$ cat src/hdl/bnb_pkg.sv
package bnb_pkg;

  localparam int unsigned Capacity = 64;
  localparam int unsigned SlotW    = $clog2(Capacity);
  localparam int unsigned CountW   = $clog2(Capacity + 1);
  localparam int unsigned DepthBiasLsb = 66;

  localparam logic [1:0] ActPush  = 2'd0;
  localparam logic [1:0] ActPop   = 2'd1;
  localparam logic [1:0] ActPrune = 2'd2;
  localparam logic [1:0] ActNop   = 2'd3;

  localparam logic [1:0] StOk    = 2'd0;
  localparam logic [1:0] StEmpty = 2'd1;
  localparam logic [1:0] StFull  = 2'd2;

  localparam logic [1:0] KindValue   = 2'd0;
  localparam logic [1:0] KindUnknown = 2'd1;
  localparam logic [1:0] KindEmpty   = 2'd2;

  localparam logic [1:0] PolBest  = 2'd0;
  localparam logic [1:0] PolDepth = 2'd1;
  localparam logic [1:0] PolEst   = 2'd2;
  localparam logic [1:0] PolBias  = 2'd3;

  typedef struct packed {
    logic [1:0]         action;
    logic signed [31:0] node_bound;
    logic               node_bound_unknown;
    logic signed [31:0] node_estimate;
    logic               node_estimate_valid;
    logic [15:0]        node_depth;
    logic signed [31:0] prune_cutoff;
  } in_item_t;

  typedef struct packed {
    logic [1:0]         status;
    logic [31:0]        out_id;
    logic signed [31:0] out_bound;
    logic               out_bound_unknown;
    logic signed [31:0] out_estimate;
    logic               out_estimate_valid;
    logic [15:0]        out_depth;
    logic [6:0]         pruned_count;
    logic [6:0]         occupancy;
    logic signed [31:0] min_bound;
    logic [1:0]         min_bound_kind;
  } out_item_t;

  // one stored node
  typedef struct packed {
    logic signed [31:0] bound;
    logic               bound_unknown;
    logic signed [31:0] estimate;
    logic               estimate_valid;
    logic [15:0]        depth;
    logic [31:0]        id;
  } node_t;

  // pop ordering key prepared for a node, compared field by field
  typedef struct packed {
    logic               u1;
    logic signed [49:0] k1;
    logic               u2;
    logic signed [49:0] k2;
    logic [31:0]        id;
  } key_t;

endpackage

$ cat src/hdl/bnb_key_calc.sv
module bnb_key_calc (
  input  logic [1:0]     policy_i,
  input  bnb_pkg::node_t node_i,
  output bnb_pkg::key_t  key_o
);

  logic signed [49:0] bnd;
  logic signed [49:0] dep;
  logic signed [49:0] biased;

  always_comb begin
    bnd    = 50'(node_i.bound);
    dep    = 50'(node_i.depth);
    biased = bnd - dep * 50'(bnb_pkg::DepthBiasLsb);
    key_o  = '0;
    key_o.id = node_i.id;
    case (policy_i)
      bnb_pkg::PolBest: begin
        key_o.u1 = node_i.bound_unknown;
        key_o.k1 = bnd;
        key_o.k2 = -dep;
      end
      bnb_pkg::PolDepth: begin
        key_o.k1 = -dep;
        key_o.u2 = node_i.bound_unknown;
        key_o.k2 = bnd;
      end
      bnb_pkg::PolEst: begin
        key_o.u1 = node_i.estimate_valid ? 1'b0 : node_i.bound_unknown;
        key_o.k1 = node_i.estimate_valid ? 50'(node_i.estimate) : bnd;
        key_o.k2 = -dep;
      end
      default: begin
        key_o.u1 = node_i.bound_unknown;
        key_o.k1 = biased;
        key_o.u2 = node_i.bound_unknown;
        key_o.k2 = bnd;
      end
    endcase
    // unknown keys compare equal among themselves
    if (key_o.u1) key_o.k1 = '0;
    if (key_o.u2) key_o.k2 = '0;
  end

endmodule

$ cat config.mk
export PLATFORM = sky130hd
export DESIGN_NAME = bnb_key_calc
export DESIGN_NICKNAME = d
export VERILOG_FILES = /design/src/hdl/bnb_pkg.sv /design/src/hdl/bnb_key_calc.sv
export SDC_FILE = /design/constraint.sdc
export NUM_CORES = 1
export LEC_CHECK = 0
export BUFFER_PORTS_ARGS = -buffer_cell sky130_fd_sc_hd__clkbuf_2
export CAP_MARGIN = 0
export CELL_PAD_IN_SITES_DETAIL_PLACEMENT = 2
export CELL_PAD_IN_SITES_GLOBAL_PLACEMENT = 2
export CORE_MARGIN = 2
export CORE_UTILIZATION = 24
export DETAILED_ROUTE_END_ITERATION = 12
export PLACE_DENSITY = 0.88
export SETUP_SLACK_MARGIN = 0.15
export SYNTH_ARGS = -nofsm -noshare
export SYNTH_HDL_FRONTEND = slang
export SYNTH_SLANG_ARGS = --single-unit
$ cat constraint.sdc
create_clock -name vclk -period 13.87
set_input_delay 2.774 -clock vclk [all_inputs]
set_output_delay 2.774 -clock vclk [all_outputs]
set_load 0.02 [all_outputs]
==> results of run 1 <==
## synthesized netlist by cell type (3+ instances only)
cell and number:
ha_1 61, a221oi_1 28, a31oi_1 11, buf_1 3
nand2_1 57, o211ai_1 3, a21o_1 11, nand3b_1 12
a311oi_1 3, or4_1 3, or3_1 4, nand2b_1 10
a21oi_1 38, a221oi_2 4, xnor2_1 31, o21bai_1 8
clkbuf_1 32, nand3_1 5, buf_4 39, inv_1 27
nor4_1 7, and3_1 5, a211oi_1 21, xor2_1 14
a22o_1 7, nor2_1 27, nor2b_1 3, o21ai_0 39
and2_1 4, o31ai_1 4, o21a_1 15, nor3_1 20
## power breakdown
| part | switching, uW | internal, uW | leakage, uW |
|---|---|---|---|
| Sequential | 0 | 0 | 0 |
| Combinational | 232 | 127 | 0.00236 |
| Clock | 0 | 0 | 0 |
## layout make-up
cell class,count,area [sq um]
Multi-Input combinational cell,492,3590
Tap cell,220,275
Fill cell,2092,11800
Timing Repair Buffer,191,968
Inverter,28,105
## critical path, cell delays in order
cell and delay, ps:
clkbuf_2 130, ha_1 310, ha_1 340, ha_1 300
a21o_1 160, a21oi_1 240, o21bai_1 120, a2111o_1 480
a31o_2 260, a21oi_1 170, xor2_1 110, ha_1 400
a21oi_1 130, o21bai_1 200, nor2_1 70, a31oi_1 390
a21oi_1 240, a21oi_1 850, nor3_1 210, clkbuf_2 220
## placed cells by master, fill, tap and decap left out, drive strengths merged, types with 8 or more instances in the layout
| cell type | netlist | final |
|---|---|---|
| a211oi | 21 | 21 |
| a21o | 11 | 11 |
| a21oi | 39 | 39 |
| a221oi | 32 | 32 |
| a31oi | 12 | 12 |
| clkbuf | 32 | 186 |
| ha | 61 | 61 |
| inv | 27 | 27 |
| nand2 | 57 | 57 |
| nand2b | 10 | 10 |
| nand3b | 12 | 12 |
| nor2 | 27 | 27 |
| nor3 | 20 | 20 |
| nor4 | 8 | 8 |
| o21a | 15 | 15 |
| o21ai | 40 | 40 |
| o21bai | 8 | 8 |
| xnor2 | 31 | 31 |
| xor2 | 14 | 14 |
## cells by family (layout without fill, tap and decap cells)
family                     after synthesis  count (layout)  synth area share
muxes                                    1               1           0.00243
adders and majority gates               63              63             0.195
and+or+nand+nor                        174             174             0.220
AOI/OAI and AO/OA                      209             209             0.357
xor gates and xnor gates                45              45            0.0956
buffers and inverters                  104             219             0.131
## per-layer routing
layer | vias up | global-route usage
li1 | 2422 | -
met1 | 2604 | 0.280
met2 | 170 | 0.384
met3 | 22 | 0.0195
met4 | 0 | 0.0278
met5 | - | 0
## path summary, 6_finish.rpt
| kind | startpoint | endpoint | slack, ps | cells after the start |
|---|---|---|---|---|
| min | node_i[16] | key_o[16] | 5550 | 0 |
| max | node_i[35] | key_o[123] | 2970 | 20 |
## through the flow
stage / instances / instance area (sq um)
after floorplan: 596 / 4120
after global placement: 931 / 4940
after detailed placement: 931 / 4940
after CTS: 931 / 4940
after global routing: 931 / 4940
final: 931 / 4940
==> impl_metrics.csv, run 1 <==
group,metric,value,unit
floorplan,die-area,18200,sq um
global_route,antenna_found_initial,0,
floorplan,chipWidth,135,um
cells_and_area,diodes,0,
sta,finalCritPeriodShare,0.786,
setup_path,worst-endpoint-arrival,8130,ps
routing,drtIter0Drc,269,
floorplan,io_pins,250,
sta,hold_viol,0,
yosys,syn_area,4120,sq um
sta,tightestPinTransition,1050,ps
routing,wl,20.2,mm
routing,met3RoutedLength,1.08,mm
setup_path,critical_path_required,11100,ps
yosys,yosys.area.top_type,"ha_1",
routing,vias,5218,
sta,holdWs,5550,ps
floorplan,fp-row-count,47,
sta,setup_viol,0,
sta,setup_slack,2970,ps
run_status,status,"completed",
yosys,synth.distinct_cells,64,
routing,ant_nets,0,
floorplan,coreArea,16700,sq um
placement,gp_congestion,0.931,
cells_and_area,nNetsFinal,892,
yosys,yosysSeqAreaShare,0,
power_and_ir_drop,cellLeakagePower,0.00236,uW
placement,dp_hpwl,16.7,mm
cts,cts_resized,0,
routing,drcViolationCount,0,
floorplan,die_y,135,um
routing,dr.pass1.iters,5,
routing,viasPerCell,5.60,
yosys,ys_top_cells_by_area,"ha_1 (19%), buf_4 (7.1%), xnor2_1 (6.6%)",
placement,post-place-ws,2970,ps
sta,min_period,10900,ps
placement,port_buffers,186,
global_route,grt_max_degree,55,
cells_and_area,fin_util,0.296,
worst_hold_path,worstHoldPathType,"primary input to primary output",
routing,wl_met2,9.90,mm
setup_path,endpoint_kind,"primary output",
yosys,synthCells,596,
routing,highest_layer,"met4",
global_route,track_usage,0.212,
power_and_ir_drop,p_total,359,uW
yosys,syn_avg_cell_area,6.92,sq um
sta,rsz0062_at_grt,"no",
cts,postCtsHoldBufs,0,
job,drv_cap,0,
cells_and_area,seq_area,0,sq um
global_route,overflow,0,
power_and_ir_drop,irDropWorstVdd,0.0224,mV
power_and_ir_drop,powerDensity,72.8,nW/um^2
cells_and_area,design.seq.count,0,
cts,cts_setup_buffers,0,
yosys,ys_warn_count,0,
sta,relSlewSlack,0.298,
cells_and_area,layout-drive-gt1-share,0.295,
setup_path,path_max_fanout,15,
yosys,yosys.area.top_type_share,0.185,
sta,max_freq,0.0917,GHz
setup_path,crit_type,"primary input to primary output",
setup_path,crit_path_start_kind,"primary input",
sta,drv_slew,0,
global_route,grt_pass1_wl,30.9,mm
yosys,synth.net_count,775,
cells_and_area,area_delta_synth_final,19.8,%
cells_and_area,num-clock-buffers,0,
sta,final.setup.tns,0,ps
global_route,grt_pass1_vias,5392,
routing,routedWlPerCell,21.7,um
floorplan,start_util,0.247,
routing,wl_met1,8.96,mm
No activity file was read; power rests on OpenSTA's default activity.
==> run 2, diff against run 1 <==
--- a/config.mk
+++ b/config.mk
@@ -10,9 +10,9 @@
 export CELL_PAD_IN_SITES_DETAIL_PLACEMENT = 2
 export CELL_PAD_IN_SITES_GLOBAL_PLACEMENT = 2
 export CORE_MARGIN = 2
-export CORE_UTILIZATION = 24
+export CORE_UTILIZATION = 20
 export DETAILED_ROUTE_END_ITERATION = 12
-export PLACE_DENSITY = 0.88
+export PLACE_DENSITY = 0.78
 export SETUP_SLACK_MARGIN = 0.15
 export SYNTH_ARGS = -nofsm -noshare
 export SYNTH_HDL_FRONTEND = slang
==> constraint.sdc (replaced) <==
create_clock -name vclk -period 9.6
set_input_delay 1.92 -clock vclk [all_inputs]
set_output_delay 1.92 -clock vclk [all_outputs]
set_load 0.02 [all_outputs]
==> impl_metrics.csv, run 2 (synthesis gave the netlist of run 1 again) <==
group,metric,value,unit
run_status,status,"completed",
global_route,grt_max_degree,44,
setup_path,worst-endpoint-arrival,6760,ps
placement,port_buffers,186,
sta,finalCritPeriodShare,0.904,
floorplan,die_y,148,um
job,drv_cap,0,
power_and_ir_drop,swShare,0.642,
routing,dr.pass1.iters,4,
sta,rsz0062_at_grt,"no",
routing,routedWlPerCell,20.2,um
setup_path,crit_top_cell,"a21oi_1",
global_route,antenna_found_initial,1,
cells_and_area,layout-drive-gt1-share,0.297,
power_and_ir_drop,comb_power_share,1.000,
cells_and_area,num-clock-buffers,0,
routing,wl,19.8,mm
cells_and_area,final_common_cell,"clkbuf_2",
floorplan,fp-row-count,52,
global_route,overflow,0,
cells_and_area,seq_area,0,sq um
routing,ant_nets,0,
routing,viasPerCell,5.18,
setup_path,endpoint_kind,"primary output",
setup_path,crit_path_start_kind,"primary input",
floorplan,coreArea,20200,sq um
routing,drcViolationCount,0,
sta,min_period,8680,ps
setup_path,crit_chain,"clkbuf_2, ha_1, ha_1, ha_1, a21o_1, a21oi_1, o21bai_1, a2111o_1, a31o_2, a21oi_1, xor2_1, ha_1, a21oi_1, o21bai_1, nor2_1, a31oi_1, a21oi_1, a21oi_1, buf_4, nor3_1, clkbuf_2",
sta,max_freq,0.115,GHz
cts,postCtsHoldBufs,0,
setup_path,path_max_fanout,15,
routing,drtIter0Drc,171,
sta,tightestPinTransition,953,ps
worst_hold_path,worstHoldPathType,"primary input to primary output",
cells_and_area,design.seq.count,0,
setup_path,crit_type,"primary input to primary output",
sta,final.setup.tns,0,ps
sta,setup_slack,922,ps
worst_hold_path,whs_path_depth,0,
cts,cts_resized,0,
placement,post-place-ws,881,ps
power_and_ir_drop,pwr-share-clk,0,
sta,hold_viol,0,
cells_and_area,nNetsFinal,892,
routing,vias,5083,
placement,dp_hpwl,16.5,mm
worst_hold_path,hold_end,"key_o[10]",
floorplan,start_util,0.204,
power_and_ir_drop,irDropWorstVdd,0.0241,mV
power_and_ir_drop,intPower,184,uW
sta,setup_viol,0,
power_and_ir_drop,p_seq_frac,0,
cts,cts_setup_buffers,0,
placement,gp_congestion,0.903,
floorplan,die-area,21800,sq um
worst_hold_path,hp-start,"node_i[10]",
power_and_ir_drop,cellLeakagePower,0.00236,uW
setup_path,critical_path_required,7680,ps
floorplan,io_pins,250,
floorplan,chipWidth,148,um
cells_and_area,layout_common_cells,"clkbuf_2 (186), ha_1 (60), nand2_1 (57)",
global_route,grt_pass1_wl,31.0,mm
setup_path,worst_path_max_delay_cell,"a2111o_1",
sta,relSlewSlack,0.365,
power_and_ir_drop,powerDensity,103,nW/um^2
sta,drv_slew,0,
power_and_ir_drop,p_sw,330,uW
cells_and_area,area_delta_synth_final,21.3,%
cells_and_area,diodes,0,
global_route,grt_pass1_vias,5441,
sta,holdWs,3840,ps
setup_path,crit_path_max_incr_delay,470,ps
global_route,track_usage,0.176,
## run 2: worst max path at each step
stage | startpoint | endpoint | slack [ps] | cells after the start
after detailed placement | node_i[40] | key_o[131] | 880 | 21
after floorplan | node_i[35] | key_o[123] | 1170 | 20
final | node_i[35] | key_o[131] | 920 | 21
after CTS | node_i[40] | key_o[131] | 860 | 21
after global routing | node_i[40] | key_o[115] | 510 | 21
after global placement | node_i[35] | key_o[123] | 950 | 21
## run 2: power by group through the flow
| stage | clock network [uW] | registers (uW) | logic (uW) |
|---|---|---|---|
| after floorplan | 0 | 0 | 367 |
| after global placement | 0 | 0 | 504 |
| after detailed placement | 0 | 0 | 513 |
| after CTS | 0 | 0 | 516 |
| after global routing | 0 | 0 | 565 |
| final | 0 | 0 | 513 |
## run 2: final cells by class
cell class                      instances  area, sq um
Fill cell                            2492        15200
Inverter                               28          105
Multi-Input combinational cell        492         3590
Tap cell                              270          338
Timing Repair Buffer                  191          968
## run 2: through the flow
step	utilization	power [uW]	instances	cell area (sq um)
CTS	0.247	516	981	5000
global route	0.247	565	981	5000
global placement	0.247	504	981	5000
detailed placement	0.247	513	981	5000
finish	0.247	513	981	5000
floorplan	-	367	596	4120
## run 2: metal layers
metal,track usage,vias to the layer above,part of all wire
li1,-,2426,-
met1,0.240,2495,0.45
met2,0.310,142,0.48
met3,0.0170,18,0.054
met4,0.0221,2,0.012
met5,0,-,0.00066
## run 2: worst max-delay path, delay by kind of cell
kind,cells,cell delay [ps]
and+or+nand+nor,2,420
adders and majority gates,4,1290
AOI/OAI and AO/OA,11,2350
buffers and inverters,3,570
xor gates and xnor gates,1,200
